[src/design/sid_cell.sv]
// One restoring-division cell: one quotient bit for each of the two crossing fractions.
// Depends on nothing; chained by the top level.
module sid_cell #(
  parameter int unsigned DW = 52,
  parameter int unsigned FW = 16
) (
  input  logic          clk_i,
  input  logic          rst_ni,
  input  logic          en_i,
  input  logic          vld_i,
  input  logic          hit_i,
  input  logic [DW-1:0] rem_a_i,
  input  logic [DW-1:0] den_a_i,
  input  logic [FW-1:0] q_a_i,
  input  logic [DW-1:0] rem_b_i,
  input  logic [DW-1:0] den_b_i,
  input  logic [FW-1:0] q_b_i,
  output logic          vld_o,
  output logic          hit_o,
  output logic [DW-1:0] rem_a_o,
  output logic [DW-1:0] den_a_o,
  output logic [FW-1:0] q_a_o,
  output logic [DW-1:0] rem_b_o,
  output logic [DW-1:0] den_b_o,
  output logic [FW-1:0] q_b_o
);
  logic [DW:0] sh_a, sh_b, df_a, df_b;
  logic        ge_a, ge_b;
  logic        vld_q;

  always_comb begin
    sh_a = {rem_a_i, 1'b0};
    sh_b = {rem_b_i, 1'b0};
    df_a = sh_a - {1'b0, den_a_i};
    df_b = sh_b - {1'b0, den_b_i};
    ge_a = sh_a >= {1'b0, den_a_i};
    ge_b = sh_b >= {1'b0, den_b_i};
  end

  always_ff @(posedge clk_i or negedge rst_ni) begin
    if (!rst_ni) begin
      vld_q <= 1'b0;
    end else if (en_i) begin
      vld_q <= vld_i;
    end
  end

  always_ff @(posedge clk_i) begin
    if (en_i) begin
      hit_o   <= hit_i;
      den_a_o <= den_a_i;
      den_b_o <= den_b_i;
      rem_a_o <= ge_a ? df_a[DW-1:0] : sh_a[DW-1:0];
      rem_b_o <= ge_b ? df_b[DW-1:0] : sh_b[DW-1:0];
      q_a_o   <= {q_a_i[FW-2:0], ge_a};
      q_b_o   <= {q_b_i[FW-2:0], ge_b};
    end
  end

  assign vld_o = vld_q;
endmodule

[config.mk]
export PLATFORM = sky130hd
export DESIGN_NAME = sid_cell
export DESIGN_NICKNAME = d
export VERILOG_FILES = /design/src/design/sid_cell.sv
export SDC_FILE = /design/constraint.sdc
export NUM_CORES = 1
export LEC_CHECK = 0
export BUFFER_PORTS_ARGS = -buffer_cell sky130_fd_sc_hd__buf_2
export CAP_MARGIN = 10
export CORE_MARGIN = 3
export CORE_UTILIZATION = 30
export DETAILED_ROUTE_END_ITERATION = 6
export PLACE_DENSITY = 0.6
export RECOVER_POWER = 50
export SLEW_MARGIN = 20
export SYNTH_ARGS = -nofsm -noshare
export SYNTH_HDL_FRONTEND = slang
export SYNTH_SLANG_ARGS = --single-unit
[constraint.sdc]
create_clock -name clk_i -period 1.05 [get_ports clk_i]
set_clock_uncertainty 0.05 [all_clocks]
set_input_delay 0.105 -clock clk_i [delete_from_list [all_inputs] [get_ports clk_i]]
set_output_delay 0.105 -clock clk_i [all_outputs]
set_load 0.01 [all_outputs]
; ---- Word-level counts from Yosys, hierarchy flattened
; Cells that the tools add are included.
; W data, S select, Z words.
[classes]
add_sub_neg = 2
n_lt_le_gt_ge = 2
n_mux = 2
[op_table]
columns = cell, count
row1 = $ge A53 B52 Y1, 2
row2 = $mux W52, 2
row3 = $sub A52 B52 Y52, 2
[word_totals]
regBits = 242
input_bits = 245
word_cells = 16

; ---- Longest topological paths before layout
; Gate-level depths: netlist of the first run.
[logic_depth]
ltp_word = 2
mapped_depth = 17
depth_no_buf = 13

; ---- Worst setup path after synthesis of the first run
; No wires, ideal clock.
[synth_path]
path_kind = in2reg
from = in den_a_i[4]
to = reg rem_a_o[17] (data pin)
arrival_ns = 3.219
required_ns = 0.740
slack_ns = -2.479
cell_stages = 14
n_path_buf = 2
path_cell_list = inv_1 -> ha_1 -> and2_4 -> a221oi_2 -> a211oi_1 -> or4b_4 -> a211oi_2 -> o41ai_2 -> or3_1 -> a31oi_2 -> o41a_1 -> buf_4 -> buf_6 -> mux2_2
[synth_between]
elab_chain_cells = 2
word_cells_on_any_way = 3
cone_classes = add/sub: 1 / order compare: 1 / mux: 1
[synth_rtl]
columns = element, line
row1 = start: declaration, 13  ; input logic [DW-1:0] den_a_i,
row2 = $sub A52 B52 Y52 / $ge A53 B52 Y1 (equally long branches), "34, 36"
row3 = $mux W52 (*), 53  ; rem_a_o <= ge_a ? df_a[DW-1:0] : sh_a[DW-1:0];
row4 = end signal: assignment, 53
row5 = end: declaration, 20  ; output logic [DW-1:0] rem_a_o,
; Mark *: on every way between the ends. The rest lies on a longest branch, timed or not.
; A chain may end at the register's enable or synchronous reset.

; ---- Worst setup path in the final report of the first run
[layout_path]
from = in den_a_i[1]
to = reg rem_a_o[33] (data pin)
; Same word-level chain as after synthesis.

==> results of run 1 <==
-- kinds of logic after synthesis --
logic type | after synthesis
adder cells (fa/ha/maj) | 106
AND/OR/NAND/NOR | 349
multiplexers | 17
XOR/XNOR | 98
AO/OA/AOI/OAI | 430
flip-flops | 242
buffers and inverters | 187
-- final timing paths --
path                                    from               endpoint  cells past startpoint
max                               den_a_i[1]  rem_a_o[33]$_DFFE_PP_                     18
min                               den_b_i[0]   rem_b_o[1]$_DFFE_PP_                      3
max reg2reg                vld_o$_DFFE_PN0P_      vld_o$_DFFE_PN0P_                      1
min reg2reg                vld_o$_DFFE_PN0P_      vld_o$_DFFE_PN0P_                      1
max in group asynchronous             rst_ni      vld_o$_DFFE_PN0P_                      3
min in group asynchronous             rst_ni      vld_o$_DFFE_PN0P_                      3
-- through the flow --
step,cells,hold WS [ps],utilization [%]
final,3212,13.47,54.57
after global routing,3212,1.789,54.57
after CTS,3202,-30.25,53.72
after detailed placement,2877,-165.8,44.35
after global placement,2877,-169.7,44.35
after floorplan,1429,-240.6,-
-- metal layers --
layer	up-vias	part of all wire, %
li1	7474	-
met1	7509	38
met2	508	53
met3	109	6.1
met4	8	3.1
met5	-	0.11
-- placed cells by master, fill, tap and decap left out, types with 10 or more instances in the layout --
cell / n
nor2_4: 15
and3_1: 11
o21bai_1: 17
buf_4: 377
buf_2: 381
nand3_1: 22
nand4_1: 26
o21ai_1: 28
buf_8: 11
buf_6: 41
clkbuf_16: 31
a21oi_2: 49
edfxtp_1: 241
ha_1: 74
inv_2: 13
xnor2_1: 53
inv_1: 114
nor2_2: 10
nor2_1: 61
ha_4: 29
o21a_1: 17
mux2_4: 16
nand2_1: 121
o21ai_2: 31
o21ai_0: 61
nand2_2: 19
clkbuf_1: 83
dlygate4sd3_1: 241
a21oi_1: 108
xor2_1: 42
buf_12: 22
a21o_1: 52
-- timing repair --
item / 4_1_cts / 5_1_grt
pin swaps: 33 / 45
endpoints found under the hold margin: 279 / 0
setup endpoints to repair: 348 / 348
buffers inserted: 22 / 15
gates cloned: 11 / 3
resized for setup: 212 / 159
hold buffers: 241 / 0
-- sequential cells by signal, indices dropped and copies added, names as in the netlist --
register	flops
q_a_o	16
rem_a_o	52
den_b_o	52
q_b_o	16
den_a_o	52
vld_o	1
rem_b_o	52
hit_o	1
-- power by group --
group          internal (W)  leakage [nW]  total (W)  switching (W)
logic               0.00617          8.88     0.0120        0.00586
registers            0.0120          2.37     0.0124       0.000391
clock network       0.00563         0.456    0.00988        0.00425
total                0.0238          11.7     0.0343         0.0105
-- area by class of cell --
cell class / instances / area [µm²]
repair buffers: 1168 / 8778
flip-flops and latches: 242 / 7262
inverters: 133 / 519.2
clock inverters: 19 / 172.7
clock buffers: 33 / 749.5
multi-input cells: 1000 / 7854
fillers: 4120 / 21740
well taps: 615 / 769.5
diodes: 2 / 5.005
-- worst max-delay path, delay by kind of cell --
| family | cells | cell delay (ps) |
|---|---|---|
| and+or+nand+nor | 4 | 600 |
| buffers and inverters | 6 | 720 |
| adders and majority gates | 1 | 260 |
| AOI/OAI and AO/OA | 7 | 1490 |
==> impl_metrics.yaml, run 1 <==
die:
  die-area_um2: 51260
  core_area_um2: 47850
  io_pins: 487
  start_util_pct: 30.46
  rows: 80
  die_h_um: 226.4
  die_x_um: 226.4
yosys:
  yosys_warnings: 0
  synth-xor-area-share_pct: 5.890
  synth_cells: 1429
  syn_avg_cell_area_um2: 10.20
  yosys_most_used_dff: "edfxtp_1"
  synth.most_common_cell: "edfxtp_1"
  ys_top_cells_by_count: "edfxtp_1 (241), a21oi_1 (158), nand2_1 (141)"
  yosys-top-cells-area: "edfxtp_1 (50%), ha_1 (8.9%), a21oi_1 (5.4%), o21ai_0 (4.1%), nand2_1 (3.6%)"
  ys_seq_area_share_pct: 49.83
  synth.distinct_cells: 61
  syn_area_um2: 14570
  synth-compound-area-share_pct: 17.61
  synth_edf_count: 241
  yosys-mux-area-fraction_pct: 1.339
  synth-adder-area-share_pct: 9.204
  async_reset_ff_share_pct: 0.4132
  mappedNetlistNets: 1780
  synthSimpleGateAreaFrac_pct: 10.98
  synth_top_cell_by_area: "edfxtp_1"
  synth_top_family_by_area: "compound AO/OA/AOI/OAI gates"
  synth_top_area_share_pct: 49.66
  yosys_register_bits: 242
clock_tree:
  cts_tree: "built"
  cts_inserted_buffers: 28
  clk_latency_ps: 570
  clock-sinks: 242
  root_buffer: "clkbuf_16"
  cts_buffer_depth: 3
  h-tree-depth: 1
  cts.clk_slew.worst_paths_ps: 60
route:
  routed-via-count: 15610
  drcViolationCount: 0
  avgViaCountPerCell: 4.859
  drt_iter0_drc: 753
  first_pass_iters: 5
  routed_wl_um: 58680
  routedWlPerCell_um: 18.27
  postRouteAntennaNets: 0
setup_path:
  r2r_slack_ps: 250
  required_ps: 1310
  crit_path_start_kind: "input port"
  path_class: "input port to flop"
  cp-end-kind: "flop"
  slowest_stage: "o41a_4"
  slowest_delay_ps: 520
  crit_fanout: 4
  arrival_ps: 3190
  crit_chain: "buf_6 -> inv_2 -> ha_4 -> nor2b_4 -> o211ai_1 -> a211oi_2 -> or4b_4 -> a211oi_2 -> buf_4 -> o41ai_4 -> or3_4 -> a31oi_4 -> o41a_4 -> buf_6 -> buf_12 -> clkbuf_16 -> nand2_1 -> o21ai_1"
global_route:
  grt_pass1_wl_um: 87820
  top_usage_layer: "met2"
  grt_max_degree: 28
  grt_util_met2_pct: 41.23
  gr-total-overflow: 0
  grt_use_met1_pct: 23.94
  grtUsageMet3_pct: 4.065
  first_global_vias: 16260
  grt_usage_pct: 21.59
  antenna_found_initial: 6
cells_and_area:
  area_growth_pct: 79.17
  finalInstanceArea_um2: 26110
  final_layout_size_suffix_gt1_share_pct: 43.97
  fin_nets: 2924
timing:
  tightest_slew_ps: 423.2
  fin_crit_sh_pct: 279.0
  period_needed_ps: 2929
  grt_setup_unrepaired: "yes"
  fin_tns_setup_ps: -275420
  slew_violations: 0
  final-hold-violation-count: 0
  fmax_mhz: 341.4
  setup_viol: 588
  finalWorstSetupSlack_ps: -1879
  slew_headroom_pct: 71.53
placed_design:
  dpl_cell_area_um2: 21220
  numPortBuffers: 484
  hpwl_um: 42210
  place_ws_ps: -2597
  globalplace.congestion: 0.9029
flow_run:
  drv_cap: 0
hold_path:
  holdCritPathClass: "input port to flop"
outcome:
  status: "complete, but fails checks"
  violations: "negative setup slack"
power_and_ir_drop:
  p_per_area_nw_per_um2: 1315
  fin_total_pwr_w: 0.03432
  p_leak_nw: 11.71
  vdd_drop_max_mv: 1.247
Note: power is estimated with default switching activity, not from simulation.
==> run 2: changes to the inputs <==
Settings changed: MAX_ROUTING_LAYER from default to met4.
==> impl_metrics.yaml, run 2 (synthesis results as in run 1) <==
power_and_ir_drop:
  p_leak_nw: 11.85
  fin_total_pwr_w: 0.03455
  vdd_drop_max_mv: 1.331
  p_per_area_nw_per_um2: 1331
flow_run:
  drv_cap: 0
global_route:
  gr-total-overflow: 0
  grt_max_degree: 48
  grt_usage_pct: 21.78
  grt_pass1_wl_um: 85740
  first_global_vias: 16080
  antenna_found_initial: 6
setup_path:
  crit_path_start_kind: "input port"
  critical-path-top-delay-family: "compound AO/OA/AOI/OAI gates"
  worst_path_most_repeated_cell: "a211oi_2"
  cp-end-kind: "flop"
  crit_fanout: 7
  r2r_slack_ps: 220
  slowest_stage: "or4b_4"
  timing.critical_path.buf_inv: 4
  slowest_delay_ps: 530
  required_ps: 1300
  crit_chain: "buf_6 -> inv_4 -> ha_4 -> nor2b_4 -> o211ai_1 -> a211oi_2 -> or4b_4 -> a211oi_2 -> buf_4 -> o41ai_4 -> or3_4 -> a31oi_4 -> o41a_4 -> buf_12 -> mux2_4"
  path_class: "input port to flop"
  arrival_ps: 3150
die:
  die_h_um: 226.4
  start_util_pct: 30.46
  rows: 80
  die_x_um: 226.4
  io_pins: 487
  core_area_um2: 47850
  die-area_um2: 51260
route:
  routed-via-count: 15530
  postRouteAntennaNets: 0
  routedWlPerCell_um: 17.99
  routed_wl_um: 57720
  drcViolationCount: 0
  avgViaCountPerCell: 4.841
  first_pass_iters: 5
  drt_iter0_drc: 798
timing:
  setup_viol: 361
  fin_crit_sh_pct: 276.1
  finalWorstSetupSlack_ps: -1849
  final-hold-violation-count: 0
  period_needed_ps: 2899
  grt_setup_unrepaired: "yes"
  slew_headroom_pct: 50.73
  tightest_slew_ps: 739.1
  slew_violations: 0
  fmax_mhz: 344.9
clock_tree:
  cts_tree: "built"
  h-tree-depth: 1
  clk_latency_ps: 560
  cts_buffer_depth: 3
  cts.clk_slew.worst_paths_ps: 60
  clock-sinks: 242
  cts_inserted_buffers: 28
  root_buffer: "clkbuf_16"
placed_design:
  hpwl_um: 41890
  numPortBuffers: 484
  place_inst: 2871
  globalplace.congestion: 0.9077
cells_and_area:
  fin_nets: 2919
  area_growth_pct: 78.06
  final_common_cell: "buf_2"
  final_cell_mix: "buf_2 (458), buf_4 (386), dlygate4sd3_1 (242)"
  final_layout_size_suffix_gt1_share_pct: 45.40
  stdcell_count: 3209
outcome:
  status: "complete, but fails checks"
  violations: "negative setup slack"
hold_path:
  holdCritPathClass: "input port to flop"
## run 2: cell count changes in the layout (fill, tap and decap cells not counted), sizes merged
cell / before / now
diode: 2 / 6
clkbuf: 123 / 41
clkinvlp: 1 / 0
buf: 837 / 911
bufinv: 2 / 5
dlygate4sd3: 241 / 242
inv: 137 / 135
## run 2: power breakdown
| part | internal [W] | leakage (nW) | total, W | switching, W |
|---|---|---|---|---|
| Combinational | 0.00607 | 9.01 | 0.0118 | 0.00576 |
| Clock | 0.00622 | 0.466 | 0.0103 | 0.00408 |
| Sequential | 0.0120 | 2.37 | 0.0124 | 0.000387 |
## run 2: layout make-up
class / count / area (µm²)
inverter: 133 / 524.3
clock buffer: 31 / 733.2
multi-input combinational: 1000 / 7744
antenna: 6 / 15.01
tap: 615 / 769.5
timing repair buffer: 1163 / 8677
sequential: 242 / 7262
clock inverter: 19 / 224.0
fill: 4083 / 21900
## run 2: metrics by stage
step           setup slack [ps]  hold WS [ps]  utilization, %  instance area [µm²]  TNS [ps]
2_1_floorplan             -2277        -240.6               -                15210   -208930
3_3_place_gp              -2676        -170.0           44.10                21100   -251440
3_5_place_dp              -2668        -167.5           44.10                21100   -260990
4_1_cts                   -1931        -21.35           53.27                25490   -232610
5_1_grt                   -1919         9.269           54.23                25950   -245850
6_report                  -1849         11.62           54.23                25950   -224090
## run 2: timing repair
item                                   in CTS  in global routing
pin swaps                                  37                 54
buffers inserted                           24                 13
hold buffers                              242                  1
endpoints found under the hold margin     246                  6
resized for setup                         186                132
setup endpoints to repair                 348                349
gates cloned                                9                  1
## run 2: layer usage
metal	wire, µm	track usage, %
met5	0	-
met4	1804	6.417
met3	3187	3.832
met2	29980	39.72
met1	22740	24.32
## run 2: path summary, 6_finish.rpt
| check | from | end | cells after the start |
|---|---|---|---|
| setup / recovery | den_a_i[1] | rem_a_o[17]$_DFFE_PP_ | 15 |
| hold / removal | den_b_i[0] | rem_b_o[1]$_DFFE_PP_ | 3 |
| setup reg to reg | vld_o$_DFFE_PN0P_ | vld_o$_DFFE_PN0P_ | 1 |
| hold reg to reg | vld_o$_DFFE_PN0P_ | vld_o$_DFFE_PN0P_ | 1 |
| max in group asynchronous | rst_ni | vld_o$_DFFE_PN0P_ | 3 |
| min in group asynchronous | rst_ni | vld_o$_DFFE_PN0P_ | 3 |
==> run 3: changes to the inputs <==
Settings changed: CELL_PAD_IN_SITES_DETAIL_PLACEMENT from default to 0, CELL_PAD_IN_SITES_GLOBAL_PLACEMENT from default to 2, PLACE_DENSITY 0.6 to 0.87.
==> impl_metrics.yaml, run 3 (synthesis results as in run 1) <==
outcome:
  status: "complete, but fails checks"
  violations: "negative setup slack"
timing:
  slew_violations: 0
  tightest_slew_ps: 617.1
  setup_viol: 348
  slew_headroom_pct: 58.78
  final-hold-violation-count: 0
  fin_crit_sh_pct: 269.1
  finalWorstSetupSlack_ps: -1776
  fmax_mhz: 353.9
  grt_setup_unrepaired: "yes"
  period_needed_ps: 2826
route:
  first_pass_iters: 5
  postRouteAntennaNets: 0
  wirelength_met1_um: 24160
  topRoutingLayerUsed: "met4"
  drt_iter0_drc: 782
  routed-via-count: 15450
  routedWlPerCell_um: 17.80
  met3_length_um: 2953
  route.met2.wl_um: 29090
  routed_wl_um: 58170
  avgViaCountPerCell: 4.726
  drcViolationCount: 0
hold_path:
  hold_end: "rem_a_o[45]$_DFFE_PP_"
  min_from: "rem_a_i[51]"
  worstHoldPathCells: 4
  holdCritPathClass: "input port to flop"
clock_tree:
  cts_tree: "built"
  root_buffer: "clkbuf_16"
  clock-sinks: 242
  clk_latency_ps: 570
  cts.clk_slew.worst_paths_ps: 60
  cts_buffer_depth: 3
  h-tree-depth: 1
  cts_inserted_buffers: 29
cells_and_area:
  fin_nets: 2969
  final_cell_mix: "buf_2 (452), buf_4 (444), edfxtp_1 (241)"
  final_layout_size_suffix_gt1_share_pct: 47.03
  fill_cells: 4052
  area_growth_pct: 83.35
  fin_util_pct: 55.84
  stdcell_count: 3269
  final_common_cell: "buf_2"
setup_path:
  path_class: "input port to flop"
  arrival_ps: 3100
  slowest_stage: "or4b_4"
  timing.rr.end: "vld_o$_DFFE_PN0P_"
  crit_chain: "buf_2 -> inv_2 -> ha_4 -> a21o_1 -> nor2_2 -> a211oi_2 -> or4b_4 -> a211oi_4 -> o41ai_4 -> or3_4 -> a31oi_4 -> o41a_4 -> buf_12 -> buf_8 -> buf_6 -> o21ai_1"
  slowest_delay_ps: 580
  rr_worst_depth: 1
  r2r_slack_ps: 250
  crit_fanout: 6
  required_ps: 1320
  crit_path_start_kind: "input port"
  rr_startpoint: "vld_o$_DFFE_PN0P_"
  cp-end-kind: "flop"
placed_design:
  place_inst: 2906
  numPortBuffers: 484
  place_ws_ps: -2573
  globalplace.congestion: 0.9148
  hpwl_um: 43180
global_route:
  antenna_found_initial: 14
  grt_max_degree: 35
  first_global_vias: 15950
  grt_pass1_wl_um: 85770
  grt_usage_pct: 21.89
  gr-total-overflow: 0
power_and_ir_drop:
  p_leak_nw: 12.16
  p_per_area_nw_per_um2: 1330
  vdd_drop_max_mv: 1.522
die:
  rows: 80
  die-area_um2: 51260
  die_x_um: 226.4
  io_pins: 487
  die_h_um: 226.4
  start_util_pct: 30.46
  core_area_um2: 47850
flow_run:
  drv_cap: 0
-- run 3: cell count changes in the layout (fill, tap and decap cells not counted), moves of 6 or more --
cell | before | now
buf_4 | 386 | 444
nor2_4 | 5 | 19
nor2_1 | 62 | 50
diode_2 | 6 | 15
nand2_1 | 131 | 139
buf_12 | 12 | 19
clkbuf_2 | 7 | 0
nand2_2 | 8 | 1
o21ai_0 | 59 | 52
buf_2 | 458 | 452
o21ai_1 | 47 | 53
-- run 3: per-stage QoR --
step | area [µm²] | hold slack [ps] | setup TNS, ps | power [W]
after floorplan | 15210 | -240.6 | -208930 | 0.01743
final | 26720 | 2.970 | -218190 | 0.03553
after global routing | 26720 | 3.199 | -238920 | 0.03715
after detailed placement | 21440 | -168.3 | -256390 | 0.02250
after CTS | 26190 | -18.05 | -228390 | 0.03520
after global placement | 21440 | -169.0 | -248390 | 0.02239
-- run 3: layout make-up --
type | instances | area (µm²) | area share (%)
Clock inverter | 20 | 285.3 | 1.068
Antenna cell | 15 | 37.54 | 0.1405
Tap cell | 615 | 769.5 | 2.880
Multi-Input combinational cell | 1000 | 7950 | 29.75
Sequential cell | 242 | 7262 | 27.18
Inverter | 133 | 524.3 | 1.962
Clock buffer | 32 | 737.0 | 2.758
Timing Repair Buffer | 1212 | 9154 | 34.26
-- run 3: repair_timing --
item / in CTS / in global routing
endpoints found under the hold margin: 267 / 0
hold buffers: 240 / 0
cloned: 12 / 0
setup endpoints to repair: 348 / 348
gates resized for setup: 236 / 114
setup buffers: 38 / 17
pin swaps: 47 / 45
-- run 3: critical path: cells and delay by family --
kind | cells | cell delay, ps
AOI/OAI and AO/OA | 7 | 1120
buffers and inverters | 5 | 580
adders and majority gates | 1 | 210
and+or+nand+nor | 3 | 1080
-- run 3: worst max path at each step --
stage                          start                    end  slack [ps]
final                     den_a_i[8]  rem_a_o[18]$_DFFE_PP_       -1780
after global routing      den_a_i[8]  rem_a_o[13]$_DFFE_PP_       -1850
after CTS                 den_a_i[3]  rem_a_o[13]$_DFFE_PP_       -1850
after detailed placement  rem_a_i[3]  rem_a_o[46]$_DFFE_PP_       -2570
after global placement    rem_a_i[3]  rem_a_o[46]$_DFFE_PP_       -2510
after floorplan           rem_a_i[3]  rem_a_o[17]$_DFFE_PP_       -2280
-- run 3: power by group --
part           switching (W)  internal (W)  total, W  leakage, nW
Clock                0.00413       0.00675    0.0109        0.493
Sequential          0.000335        0.0120    0.0124         2.37
Combinational        0.00596       0.00634    0.0123         9.30
-- run 3: per-layer routing --
layer | up-vias | global-route usage, %
met2 | 427 | 37.58
met4 | 0 | 6.804
met3 | 104 | 3.457
met5 | - | -
met1 | 7345 | 26.52
li1 | 7573 | -
